## src/rtl/ofip_pkg.sv

```systemverilog
// ofip_pkg: shared constants and types for the face index parser
// character codes, status codes and the flag group passed from core to top
// depends on nothing
package ofip_pkg;

    // character codes seen in the text stream
    localparam logic [7:0] CHAR_NEWLINE = 8'h0a;
    localparam logic [7:0] CHAR_SPACE   = 8'h20;
    localparam logic [7:0] CHAR_SLASH   = 8'h2f;
    localparam logic [7:0] CHAR_ZERO    = 8'h30;
    localparam logic [7:0] CHAR_NINE    = 8'h39;
    localparam logic [7:0] CHAR_F       = 8'h66;

    // result status codes
    localparam logic [1:0] STATUS_OK   = 2'd0;
    localparam logic [1:0] STATUS_MANY = 2'd1;
    localparam logic [1:0] STATUS_FEW  = 2'd2;

    localparam int CORNER_BITS = 3;
    localparam int STATUS_BITS = 2;

    // control group of one emitted reference
    typedef struct packed {
        logic                   emit;
        logic                   last;
        logic [STATUS_BITS-1:0] status;
        logic [CORNER_BITS-1:0] corner;
    } ofip_flags_t;

endpackage

```

## src/rtl/ofip_core.sv

```systemverilog
// ofip_core: line and reference parser state for the face index parser
// updates on each accepted byte and gives at most one reference per byte
// depends on ofip_pkg
module ofip_core
    import ofip_pkg::*;
#(
    parameter int INDEX_BITS        = 24,
    parameter int VERTEX_COUNT_BITS = 32
)
(
    input  logic                         clk,
    input  logic                         rst_n,
    input  logic                         accept,
    input  logic [7:0]                   text_byte,
    output ofip_flags_t                  flags,
    output logic [INDEX_BITS:0]          position_index,
    output logic [INDEX_BITS:0]          texcoord_index,
    output logic [INDEX_BITS:0]          normal_index,
    output logic [VERTEX_COUNT_BITS-1:0] output_vertex
);

    localparam int IW = INDEX_BITS + 1;
    localparam int MW = INDEX_BITS + 4;

    // parse phase codes
    localparam logic [1:0] PH_KEY  = 2'd0;
    localparam logic [1:0] PH_FACE = 2'd1;
    localparam logic [1:0] PH_SKIP = 2'd2;

    localparam logic [1:0] SLOT_POS = 2'd0;
    localparam logic [1:0] SLOT_TEX = 2'd1;
    localparam logic [1:0] SLOT_NRM = 2'd2;
    localparam logic [1:0] SLOT_END = 2'd3;

    localparam logic [IW-1:0] IDX_NONE = {IW{1'b1}};
    localparam logic [IW-1:0] IDX_ONE  = {{INDEX_BITS{1'b0}}, 1'b1};

    logic [1:0]                   phase_reg, phase_next;
    logic                         kw_face_reg, kw_face_next;
    logic [1:0]                   kw_len_reg, kw_len_next;
    logic [INDEX_BITS-1:0]        acc_reg, acc_next;
    logic [1:0]                   slot_reg, slot_next;
    logic [IW-1:0]                hpos_reg, hpos_next;
    logic [IW-1:0]                htex_reg, htex_next;
    logic [IW-1:0]                hnrm_reg, hnrm_next;
    logic                         in_ref_reg, in_ref_next;
    logic                         pend_valid_reg, pend_valid_next;
    logic [IW-1:0]                ppos_reg, ppos_next;
    logic [IW-1:0]                ptex_reg, ptex_next;
    logic [IW-1:0]                pnrm_reg, pnrm_next;
    logic [CORNER_BITS-1:0]       corner_reg, corner_next;
    logic [VERTEX_COUNT_BITS-1:0] vtotal_reg, vtotal_next;

    logic                  is_nl, is_space, is_slash, is_digit;
    logic [INDEX_BITS-1:0] b_acc;
    logic [1:0]            b_slot;
    logic [IW-1:0]         b_hpos, b_htex, b_hnrm;
    logic [IW-1:0]         part_cur, part_base;
    logic [IW-1:0]         fin_pos, fin_tex, fin_nrm;
    logic [MW-1:0]         acc_wide, acc_mul;
    logic                  emit, emit_last;
    logic [IW-1:0]         e_pos, e_tex, e_nrm;

    // byte classes
    assign is_nl    = (text_byte == CHAR_NEWLINE);
    assign is_space = (text_byte == CHAR_SPACE);
    assign is_slash = (text_byte == CHAR_SLASH);
    assign is_digit = (text_byte >= CHAR_ZERO) && (text_byte <= CHAR_NINE);

    // state a new reference starts from
    assign b_acc  = in_ref_reg ? acc_reg  : '0;
    assign b_slot = in_ref_reg ? slot_reg : SLOT_POS;
    assign b_hpos = in_ref_reg ? hpos_reg : '0;
    assign b_htex = in_ref_reg ? htex_reg : IDX_NONE;
    assign b_hnrm = in_ref_reg ? hnrm_reg : IDX_NONE;

    // written number minus one, zero or empty gives -1
    assign part_cur  = {1'b0, acc_reg} - IDX_ONE;
    assign part_base = {1'b0, b_acc} - IDX_ONE;

    // indices of the reference that ends now
    assign fin_pos = (slot_reg == SLOT_POS) ? part_cur : hpos_reg;
    assign fin_tex = (slot_reg == SLOT_TEX) ? part_cur : htex_reg;
    assign fin_nrm = (slot_reg == SLOT_NRM) ? part_cur : hnrm_reg;

    // decimal shift-add: acc * 8 + acc * 2 + digit
    assign acc_wide = {4'b0000, b_acc};
    assign acc_mul  = (acc_wide << 3) + (acc_wide << 1)
                    + {{INDEX_BITS{1'b0}}, text_byte[3:0]};

    // next state and emitted reference
    always_comb
    begin
        phase_next      = phase_reg;
        kw_face_next    = kw_face_reg;
        kw_len_next     = kw_len_reg;
        acc_next        = acc_reg;
        slot_next       = slot_reg;
        hpos_next       = hpos_reg;
        htex_next       = htex_reg;
        hnrm_next       = hnrm_reg;
        in_ref_next     = in_ref_reg;
        pend_valid_next = pend_valid_reg;
        ppos_next       = ppos_reg;
        ptex_next       = ptex_reg;
        pnrm_next       = pnrm_reg;
        corner_next     = corner_reg;
        vtotal_next     = vtotal_reg;
        emit            = 1'b0;
        emit_last       = 1'b0;
        e_pos           = ppos_reg;
        e_tex           = ptex_reg;
        e_nrm           = pnrm_reg;

        if (accept)
        begin
            if (is_nl)
            begin
                if (phase_reg == PH_FACE)
                begin
                    if (in_ref_reg)
                    begin
                        emit      = 1'b1;
                        emit_last = 1'b1;
                        e_pos     = fin_pos;
                        e_tex     = fin_tex;
                        e_nrm     = fin_nrm;
                    end
                    else if (pend_valid_reg)
                    begin
                        emit      = 1'b1;
                        emit_last = 1'b1;
                    end
                end
                phase_next      = PH_KEY;
                kw_face_next    = 1'b0;
                kw_len_next     = 2'd0;
                in_ref_next     = 1'b0;
                pend_valid_next = 1'b0;
            end
            else
            begin
                case (phase_reg)
                    PH_KEY:
                    begin
                        if (is_space)
                        begin
                            phase_next = (kw_len_reg == 2'd1 && kw_face_reg) ? PH_FACE
                                                                            : PH_SKIP;
                        end
                        else
                        begin
                            if (kw_len_reg == 2'd0 && text_byte == CHAR_F)
                            begin
                                kw_face_next = 1'b1;
                            end
                            if (kw_len_reg != 2'd2)
                            begin
                                kw_len_next = kw_len_reg + 2'd1;
                            end
                        end
                    end
                    PH_FACE:
                    begin
                        if (is_digit || is_slash)
                        begin
                            // first byte of a reference releases the pending one
                            if (!in_ref_reg && pend_valid_reg)
                            begin
                                emit            = 1'b1;
                                pend_valid_next = 1'b0;
                            end
                            in_ref_next = 1'b1;
                            acc_next    = b_acc;
                            slot_next   = b_slot;
                            hpos_next   = b_hpos;
                            htex_next   = b_htex;
                            hnrm_next   = b_hnrm;
                            if (is_slash)
                            begin
                                case (b_slot)
                                    SLOT_POS: hpos_next = part_base;
                                    SLOT_TEX: htex_next = part_base;
                                    SLOT_NRM: hnrm_next = part_base;
                                    default:  ;
                                endcase
                                if (b_slot != SLOT_END)
                                begin
                                    slot_next = b_slot + 2'd1;
                                end
                                acc_next = '0;
                            end
                            else if (b_slot != SLOT_END)
                            begin
                                // saturate at the largest accumulator value
                                acc_next = (|acc_mul[MW-1:INDEX_BITS]) ? {INDEX_BITS{1'b1}}
                                                                      : acc_mul[INDEX_BITS-1:0];
                            end
                        end
                        else if (in_ref_reg)
                        begin
                            // separator ends the reference, hold it as pending
                            ppos_next       = fin_pos;
                            ptex_next       = fin_tex;
                            pnrm_next       = fin_nrm;
                            pend_valid_next = 1'b1;
                            in_ref_next     = 1'b0;
                        end
                    end
                    default:
                    begin
                    end
                endcase
            end
        end

        // counters advance on every emitted reference, the corner count saturating at its top value
        if (emit)
        begin
            if (corner_reg != {CORNER_BITS{1'b1}})
            begin
                corner_next = corner_reg + {{(CORNER_BITS-1){1'b0}}, 1'b1};
            end
            vtotal_next = vtotal_reg + {{(VERTEX_COUNT_BITS-1){1'b0}}, 1'b1};
        end
        if (accept && is_nl)
        begin
            corner_next = '0;
        end
    end

    // result of this byte
    always_comb
    begin
        flags.emit   = emit;
        flags.last   = emit_last;
        flags.corner = corner_reg;
        if (corner_reg >= 3'd4)
        begin
            flags.status = STATUS_MANY;
        end
        else if (emit_last && corner_reg < 3'd2)
        begin
            flags.status = STATUS_FEW;
        end
        else
        begin
            flags.status = STATUS_OK;
        end
    end

    assign position_index = e_pos;
    assign texcoord_index = e_tex;
    assign normal_index   = e_nrm;
    assign output_vertex  = vtotal_reg;

    // control state
    always_ff @(posedge clk or negedge rst_n)
    begin
        if (!rst_n)
        begin
            phase_reg      <= PH_KEY;
            kw_face_reg    <= 1'b0;
            kw_len_reg     <= 2'd0;
            slot_reg       <= SLOT_POS;
            in_ref_reg     <= 1'b0;
            pend_valid_reg <= 1'b0;
            corner_reg     <= '0;
            vtotal_reg     <= '0;
        end
        else
        begin
            phase_reg      <= phase_next;
            kw_face_reg    <= kw_face_next;
            kw_len_reg     <= kw_len_next;
            slot_reg       <= slot_next;
            in_ref_reg     <= in_ref_next;
            pend_valid_reg <= pend_valid_next;
            corner_reg     <= corner_next;
            vtotal_reg     <= vtotal_next;
        end
    end

    // reference payload, only read once a reference has started
    always_ff @(posedge clk)
    begin
        acc_reg  <= acc_next;
        hpos_reg <= hpos_next;
        htex_reg <= htex_next;
        hnrm_reg <= hnrm_next;
        ppos_reg <= ppos_next;
        ptex_reg <= ptex_next;
        pnrm_reg <= pnrm_next;
    end

endmodule

```

## src/rtl/obj_face_index_parser.sv

```systemverilog
// obj_face_index_parser: face line parser for model text
// top level with stream ports and the result register
// depends on ofip_pkg and ofip_core
//
// usage
//   s_axis carries model text, one byte per item in s_axis_tdata
//   m_axis carries one item per vertex reference of a face line:
//   zero-based position, texture and normal indices (-1 when absent),
//   corner number and running vertex number in tdata, face end in tlast,
//   status in tuser (0 ok, 1 more than four corners, 2 fewer than three)
//   a reference goes out when the byte after it is taken: the first byte of
//   the next reference, or the newline that closes the line
//   throughput is one byte per cycle while s_axis_tready is high; the result
//   of a byte is on m_axis from the cycle after it is taken, set by
//   the single result register behind the parser logic
//   when the receiver stalls with a result waiting, s_axis_tready goes low
//   until that result is taken; nothing is dropped
//   reset clears the parser to the start of a line, the vertex count to
//   zero and empties the result register
module obj_face_index_parser
    import ofip_pkg::*;
#(
    parameter int INDEX_BITS        = 24,
    parameter int VERTEX_COUNT_BITS = 32
)
(
    input  logic                                  clk,
    input  logic                                  rst_n,
    input  logic                                  s_axis_tvalid,
    output logic                                  s_axis_tready,
    input  logic [7:0]                            s_axis_tdata,  // text_byte
    output logic                                  m_axis_tvalid,
    input  logic                                  m_axis_tready,
    // position_index, texcoord_index, normal_index, corner, output_vertex
    output logic [((3*(INDEX_BITS+1)+CORNER_BITS+VERTEX_COUNT_BITS+7)/8)*8-1:0]
                                                  m_axis_tdata,
    output logic                                  m_axis_tlast,  // face_last
    output logic [STATUS_BITS-1:0]                m_axis_tuser   // status
);

    localparam int IW     = INDEX_BITS + 1;
    localparam int RAW_W  = 3 * IW + CORNER_BITS + VERTEX_COUNT_BITS;
    localparam int DATA_W = ((RAW_W + 7) / 8) * 8;

    logic                         accept;
    ofip_flags_t                  flags;
    logic [IW-1:0]                pos, tex, nrm;
    logic [VERTEX_COUNT_BITS-1:0] vtx;

    logic                   out_valid_reg;
    logic [DATA_W-1:0]      out_data_reg;
    logic                   out_last_reg;
    logic [STATUS_BITS-1:0] out_user_reg;

    // take a byte whenever the result register is free or being emptied
    assign s_axis_tready = !out_valid_reg || m_axis_tready;
    assign accept        = s_axis_tvalid && s_axis_tready;

    ofip_core #(
        .INDEX_BITS        (INDEX_BITS),
        .VERTEX_COUNT_BITS (VERTEX_COUNT_BITS)
    ) u_core (
        .clk            (clk),
        .rst_n          (rst_n),
        .accept         (accept),
        .text_byte      (s_axis_tdata),
        .flags          (flags),
        .position_index (pos),
        .texcoord_index (tex),
        .normal_index   (nrm),
        .output_vertex  (vtx)
    );

    // result valid
    always_ff @(posedge clk or negedge rst_n)
    begin
        if (!rst_n)
        begin
            out_valid_reg <= 1'b0;
        end
        else if (accept)
        begin
            out_valid_reg <= flags.emit;
        end
        else if (m_axis_tready)
        begin
            out_valid_reg <= 1'b0;
        end
    end

    // result payload
    always_ff @(posedge clk)
    begin
        if (accept && flags.emit)
        begin
            out_data_reg <= {{(DATA_W-RAW_W){1'b0}}, vtx, flags.corner, nrm, tex, pos};
            out_last_reg <= flags.last;
            out_user_reg <= flags.status;
        end
    end

    assign m_axis_tvalid = out_valid_reg;
    assign m_axis_tdata  = out_data_reg;
    assign m_axis_tlast  = out_last_reg;
    assign m_axis_tuser  = out_user_reg;

endmodule

```

## config.mk

```make
export PLATFORM = sky130hd
export DESIGN_NAME = obj_face_index_parser
export DESIGN_NICKNAME = d
export VERILOG_FILES = /design/src/rtl/ofip_pkg.sv /design/src/rtl/ofip_core.sv /design/src/rtl/obj_face_index_parser.sv
export SDC_FILE = /design/constraint.sdc
export NUM_CORES = 1
export LEC_CHECK = 0
export BUFFER_PORTS_ARGS = -buffer_cell sky130_fd_sc_hd__buf_2
export CAP_MARGIN = 10
export CORE_ASPECT_RATIO = 1.25
export CORE_MARGIN = 2
export CORE_UTILIZATION = 50
export DETAILED_ROUTE_END_ITERATION = 7
export GPL_TIMING_DRIVEN = 0
export MAX_ROUTING_LAYER = met4
export PLACE_DENSITY = 0.76
export SYNTH_ARGS = -nofsm -noshare
export SYNTH_HDL_FRONTEND = slang
export SYNTH_SLANG_ARGS = --single-unit
```

## constraint.sdc

```tcl
create_clock -name clk -period 18.09 [get_ports clk]
set_input_delay 3.618 -clock clk [delete_from_list [all_inputs] [get_ports clk]]
set_output_delay 3.618 -clock clk [all_outputs]
set_load 0.1 [all_outputs]
```

## Word-level counts from Yosys, hierarchy flattened

Index checks and enable logic that the tools add are counted.

| operators by class | value |
|---|---|
| add/subtract/negate cells | 8 |
| reductions and logical operators | 34 |
| magnitude comparators | 4 |
| equal/unequal tests | 15 |
| multiplexer cells | 66 |
| bitwise gates (word level) | 2 |

Operators by type and width:

| cell | number |
|---|---|
| 25-bit two-way mux | 24 |
| 24-bit two-way mux | 3 |
| 24-bit by 1-bit subtractor with 25-bit output, second input constant | 2 |
| 32-bit by 1-bit adder with 32-bit output, second input constant | 1 |
| 27-bit by 25-bit adder with 28-bit output | 1 |
| 28-bit by 4-bit adder with 28-bit output | 1 |
| 1-bit two-way mux | 24 |
| 2-bit two-way mux | 12 |
| 4-bit AND reduction | 5 |
| 8-bit by 6-bit == test with 1-bit output, second input constant | 2 |
| 2-bit nonzero test | 8 |
| 3-bit two-way mux | 3 |
| 2-bit by 1-bit == test with 1-bit output, second input constant | 4 |
| 8-bit by 4-bit == test with 1-bit output, second input constant | 1 |
| 8-bit by 7-bit == test with 1-bit output, second input constant | 1 |
| 8-bit by 6-bit >= comparator with 1-bit output, second input constant | 1 |
| 8-bit by 6-bit less-or-equal comparator with 1-bit output, second input constant | 1 |
| 1-bit logical AND | 8 |
| 2-bit logical NOT | 4 |
| 2-bit by 1-bit adder with 2-bit output, second input constant | 2 |
| 2-bit == test, second input constant | 2 |
| 2-bit inequality test, second input constant | 2 |
| 2-bit AND reduction | 2 |
| 4-bit OR reduction | 1 |
| 11 further kinds | 14 |

| storage, ports and cells | value |
|---|---|
| flip-flop bits (word level) | 332 |
| output and inout port bits | 117 |
| logic and storage cells | 148 |

## Longest topological paths before layout

| depth | value |
|---|---|
| depth in word-level cells | 9 |
| depth in mapped cells | 19 |
| gate-level depth less buffers | 15 |

## Cells and area by module

Synthesis repeated with hierarchy kept, for this count alone.

| unflattened totals | value |
|---|---|
| cells, all modules | 1467 |
| area, all modules | 17171.5 um2 |

Modules (own cells, without submodules):

| module | cells an instance | sequential area each (um2) | area an instance (um2) | times used |
|---|---|---|---|---|
| ofip_core | 1345 | 6326.1 | 13690.6 | 1 |
| obj_face_index_parser | 122 | 3418.3 | 3480.8 | 1 |

## Worst setup path after synthesis

No wires, ideal clock.

| timing path | value |
|---|---|
| path type | input-to-reg |
| start | input m_axis_tready |
| end | register u_core.pnrm_reg[0] (enable) |
| library setup time | 0.603 ns |
| path buffers | 0 |
| cell stages on the path | 5 |
| required time | 17.487 ns |
| arrival | 10.064 ns |
| path slack | 7.423 ns |
| cells stage by stage | nand2b_1 > nand2_1 > nor2_1 > nand2_1 > nor3_1 |

| between the ends | value |
|---|---|
| word-level cells in the longest chain between the ends | 3 |

Ends and longest elaborated chain:

| item | line | source |
|---|---|---|
| from (decl) | obj_face_index_parser.sv:33 | `input logic m_axis_tready,` |
| 1-bit logical OR | obj_face_index_parser.sv:56 | `assign s_axis_tready = !out_valid_reg \|\| m_axis_tready;` |
| 1-bit logical AND | obj_face_index_parser.sv:57 | `assign accept = s_axis_tvalid && s_axis_tready;` |
| 4-bit AND reduction (no source line) | n/a |  |
| to (signal assigned) | ofip_core.sv:293 | `pnrm_reg <= pnrm_next;` |
| to (decl) | ofip_core.sv:50 | `logic [IW-1:0] pnrm_reg, pnrm_next;` |

No other way between the ends.
A chain may end at the register's enable or synchronous reset.

## Worst setup path after layout

| timing path | value |
|---|---|
| start | input m_axis_tready |
| end | output s_axis_tready |

| between the ends | value |
|---|---|
| word-level cells in the longest chain between the ends | 1 |

Ends and longest elaborated chain:

| item | line | source |
|---|---|---|
| 1-bit logical OR | obj_face_index_parser.sv:56 |  |
| to (decl) | obj_face_index_parser.sv:30 | `output logic s_axis_tready,` |

No other way between the ends.

==> parameters.txt <==
Parameter                              Value

Run status
  Run status    completed

STA
  Crit path setup slack, layout    slightly above 10 ns
  Clock skew after layout    0.0194 ns
  Period utilisation layout    ~44%
  Final hold violations    0
  Maximum clock rate    126 MHz
  Slew HR    just under 30%
  Setup violators final    0
  Max-slew violation count    0
  Slew at the pin closest to its max-slew limit    around 1.1 ns
  Accumulated negative setup slack    0 ns
  Unrepaired setup endpoints after global routing    no
  Final worst path period need    slightly below 8 ns

Logic synthesis
  Cell taking the most area after synthesis    sky130_fd_sc_hd__edfxtp_1
  Number of synthesis warnings    0
  Proportion of synthesized flip-flops having asynchronous set or reset    between 10% and 20%
  Unique masters post-synth    71
  Biggest area contributors in the synthesized netlist    sky130_fd_sc_hd__edfxtp_1 (51%), sky130_fd_sc_hd__mux2_2 (7.6%), sky130_fd_sc_hd__dfrtp_1 (6.6%)
  Primary FF master, synth    sky130_fd_sc_hd__edfxtp_1
  Post-synthesis cell area    around 17000 sq um
  Synthesized area divided by synthesized cell count    about 12 sq um
  Gate count after technology mapping    ~1500
  Seq/Total Area, Yosys    ~57%
  Synth Register Bits    ~330
  Top cell type's share of synthesized area    50.5%
  Number of enable-type register cells in the synthesized netlist    ~290

Setup path
  Peak fanout along the critical path    4
  Number of cells on the worst reg-to-reg path    19
  Setup crit start    m_axis_tready
  Critical path data required time    around 14 ns
  Critical register-to-register path endpoint    u_core.acc_reg[18]
  CP startpoint kind    primary input
  Slack of the worst reg-to-reg path    between 10 and 15 ns
  Worst EP arrival    around 4.3 ns
  Type of the worst setup path    in -> out
  Worst reg2reg path startpoint    u_core.in_ref_reg
  Nature of the critical path endpoint    primary output

Place
  RePlAce Congestion    0.939
  Placement Setup Slack    10.17 ns
  Placed Instances    just over 2000
  DP Wirelength    about 30 mm
  Port Buffer Count    126

Clock tree
  Maximum buffer depth of the clock tree    3
  Post-CTS Setup Repair Bufs    0
  CTS root buffer    sky130_fd_sc_hd__clkbuf_16
  TritonCTS clock tree    built
  Deepest level of the CTS H-tree    2
  # clock sinks    332
  Hold-fix buffers at CTS    0
  Post-cts gate resize count    0
  TritonCTS buffer count    35
  Worst skew pair latency    between 0.5 and 0.6 ns
  Clock input transition at the sequential cells of the worst setup and hold paths    roughly 0.060 ns

Die
  Top-level I/O count    ~130
  Standard-cell row count    75
  Die span in x    ~170 um
  Effective utilization at floorplan    around half
  Core region area    about 34000 sq um
  Overall die area    ~36000 sq um
  Height of the die    211 um

Global routing
  Wire length of the first global-routing pass    roughly 66 mm
  Via count of the first global-routing pass    ~12000
  Overall overflow remaining after global route    0
  Largest net degree at the start of global routing    72
  Initial antenna violation count    0
  GRT Util Overall    between 20% and 30%

Hold path
  Min-delay worst type    reg -> reg
  Worst hold path stage count    0
  Worst hold path endpoint    m_axis_tdata[106]
  Source of the worst hold timing path    u_core.output_vertex[28]

Layout
  Final Instance Count excl. Fillers    2098
  Area added between synthesis and finish    14.5%
  Antenna diode count    0
  Nets    roughly 1700
  Area of the multi-input gates    6810 sq um
  Flip-flop count of the largest register after layout    110
  End-of-flow core utilization    roughly 58%
  Filler cell count    around 2700
  Fraction of final layout cells sized beyond drive strength 1    20.4%
  Flip-flop and latch area    between 9000 and 10000 sq um

Route
  Via total after detailed routing    approximately 13000
  Final routed wire length divided by cell count    20.1 um
  Number of search-and-repair iterations in the first detailed-routing pass    5
  Post-DR vias/cell    between 6 and 7
  Number of nets still failing antenna checks after routing    0
  Final wirelength    42.1 mm
  Number of violations reported at the end of detailed-routing iteration 0    about 1100
  DRC violations left    0

Pwr
  IR Drop Worst-Case VDD    approximately 70 uV
  Power density relative to cell area    slightly above 80 nW/um^2
  Part of the power in registers    a little over half
  Proportion of total power due to net switching    ~20%
  Psw    slightly above 300 uW
  Leakage dissipation    approximately 7.2 nW
  Proportion of power drawn by combinational gates    approximately 1.3%
  Cell-internal power    about 1.3 mW
  Clock share of power    between 40% and 50%
  Total power consumption of the routed design    between 1.5 and 2 mW

Run
  Number of max-capacitance violations reported    0
## metrics by stage
| stage | instance area, sq um | hold slack [ns] |
|---|---|---|
| 6_report | 19500 | 0.458 |
| 5_1_grt | 19500 | 0.465 |
| 4_1_cts | 19500 | 0.460 |
| 3_5_place_dp | 18400 | 0.446 |
| 3_3_place_gp | 18200 | 0.439 |
| 2_1_floorplan | 17100 | 0.425 |
## cell usage in the layout (no fill, tap or decap), drive strengths merged, types with 3 or more instances in the layout
cell	count
nand4	11
a21oi	118
and3	16
o221ai	3
xnor2	50
o31ai	8
inv	29
nor4	10
o21bai	3
xor2	34
o211ai	13
or3	3
nand3	47
nor3	44
nor2	100
a31oi	30
buf	161
mux2i	4
nand2	129
edfxtp	287
dfrtp	45
clkbuf	118
nand2b	7
o31a	3
nor3b	5
mux2	119
and2	20
o21ai	120
o2bb2ai	8
ha	51
nor2b	7
a21o	14
or2	5
clkinv	8
a211oi	12
bufinv	4
## final cells by class
class	instances	area share, %
inverters	28	0.551
clock buffers	48	5.01
multi-input cells	1021	34.9
clock inverters	15	0.923
plain buffers	96	2.10
repair buffers	135	3.92
well taps	423	2.71
flip-flops and latches	332	49.9
## power by group through the flow
| stage | clock network (mW) | logic [mW] | registers [mW] |
|---|---|---|---|
| floorplan | 0 | 0.0134 | 0.841 |
| global placement | 0 | 0.0191 | 0.842 |
| detailed placement | 0 | 0.0204 | 0.842 |
| CTS | 0.739 | 0.0205 | 0.826 |
| global route | 0.766 | 0.0233 | 0.826 |
| finish | 0.732 | 0.0200 | 0.826 |
## kinds of logic (layout without fill, tap and decap cells)
family | count (synthesis) | after routing | share of synthesized area [%]
muxes | 123 | 123 | 8.13
adders and majority gates | 52 | 52 | 3.86
AOI/OAI and AO/OA | 348 | 348 | 11.9
and+or+nand+nor | 412 | 412 | 11.5
other | 1 | 2 | 0.0220
xor gates and xnor gates | 84 | 84 | 4.40
buffers and inverters | 124 | 322 | 3.02
DFF | 332 | 332 | 57.1
## worst max path at each step
stage	endpoint	slack, ns
2_1_floorplan	u_core.pnrm_reg[0]	7.42
4_1_cts	s_axis_tready	10.17
3_3_place_gp	u_core.pnrm_reg[23]	5.48
5_1_grt	s_axis_tready	10.15
3_5_place_dp	s_axis_tready	10.17
6_report	s_axis_tready	10.16
## worst max-delay path, cell delays in order
cell and delay [ns]:
sky130_fd_sc_hd__buf_2 0.07, sky130_fd_sc_hd__nand2b_1 0.16, sky130_fd_sc_hd__buf_2 0.45
## synth_stat cells (3+ instances only)
| library cell | count |
|---|---|
| sky130_fd_sc_hd__a211oi_1 | 11 |
| sky130_fd_sc_hd__xnor2_1 | 48 |
| sky130_fd_sc_hd__edfxtp_1 | 287 |
| sky130_fd_sc_hd__buf_6 | 4 |
| sky130_fd_sc_hd__o31a_1 | 3 |
| sky130_fd_sc_hd__mux2i_1 | 4 |
| sky130_fd_sc_hd__o31ai_1 | 7 |
| sky130_fd_sc_hd__nor2_1 | 99 |
| sky130_fd_sc_hd__o211ai_1 | 13 |
| sky130_fd_sc_hd__dfrtp_1 | 45 |
| sky130_fd_sc_hd__o2bb2ai_1 | 8 |
| sky130_fd_sc_hd__a31oi_1 | 30 |
| sky130_fd_sc_hd__a21oi_1 | 118 |
| sky130_fd_sc_hd__inv_1 | 28 |
| sky130_fd_sc_hd__o21ai_1 | 4 |
| sky130_fd_sc_hd__clkbuf_1 | 70 |
| sky130_fd_sc_hd__nand4_1 | 11 |
| sky130_fd_sc_hd__or3_1 | 3 |
| sky130_fd_sc_hd__buf_2 | 10 |
| sky130_fd_sc_hd__nand3_1 | 47 |
| sky130_fd_sc_hd__ha_1 | 51 |
| sky130_fd_sc_hd__a21o_1 | 13 |
| sky130_fd_sc_hd__mux2_2 | 115 |
| sky130_fd_sc_hd__nor3b_1 | 4 |
| sky130_fd_sc_hd__nand2_1 | 129 |
| sky130_fd_sc_hd__nor3_1 | 42 |
| sky130_fd_sc_hd__and2_1 | 20 |
| sky130_fd_sc_hd__nor4_1 | 9 |
| sky130_fd_sc_hd__nor2b_1 | 7 |
| sky130_fd_sc_hd__and3_1 | 16 |
| sky130_fd_sc_hd__nand2b_1 | 7 |
| sky130_fd_sc_hd__o21ai_0 | 116 |
| sky130_fd_sc_hd__buf_1 | 10 |
| sky130_fd_sc_hd__or2_2 | 5 |
| sky130_fd_sc_hd__xor2_1 | 34 |
## layer usage
metal | wire, um | GRT usage, % | up-vias | share of wire (%)
met2 | 20600 | 40.2 | 608 | 49
li1 | - | - | 5810 | -
met5 | 0 | - | - | 0
met4 | 1870 | 10.1 | 0 | 4.4
met3 | 3420 | 4.17 | 129 | 8.1
met1 | 16200 | 29.2 | 6047 | 38
Note: power is estimated with default switching activity, not from simulation.
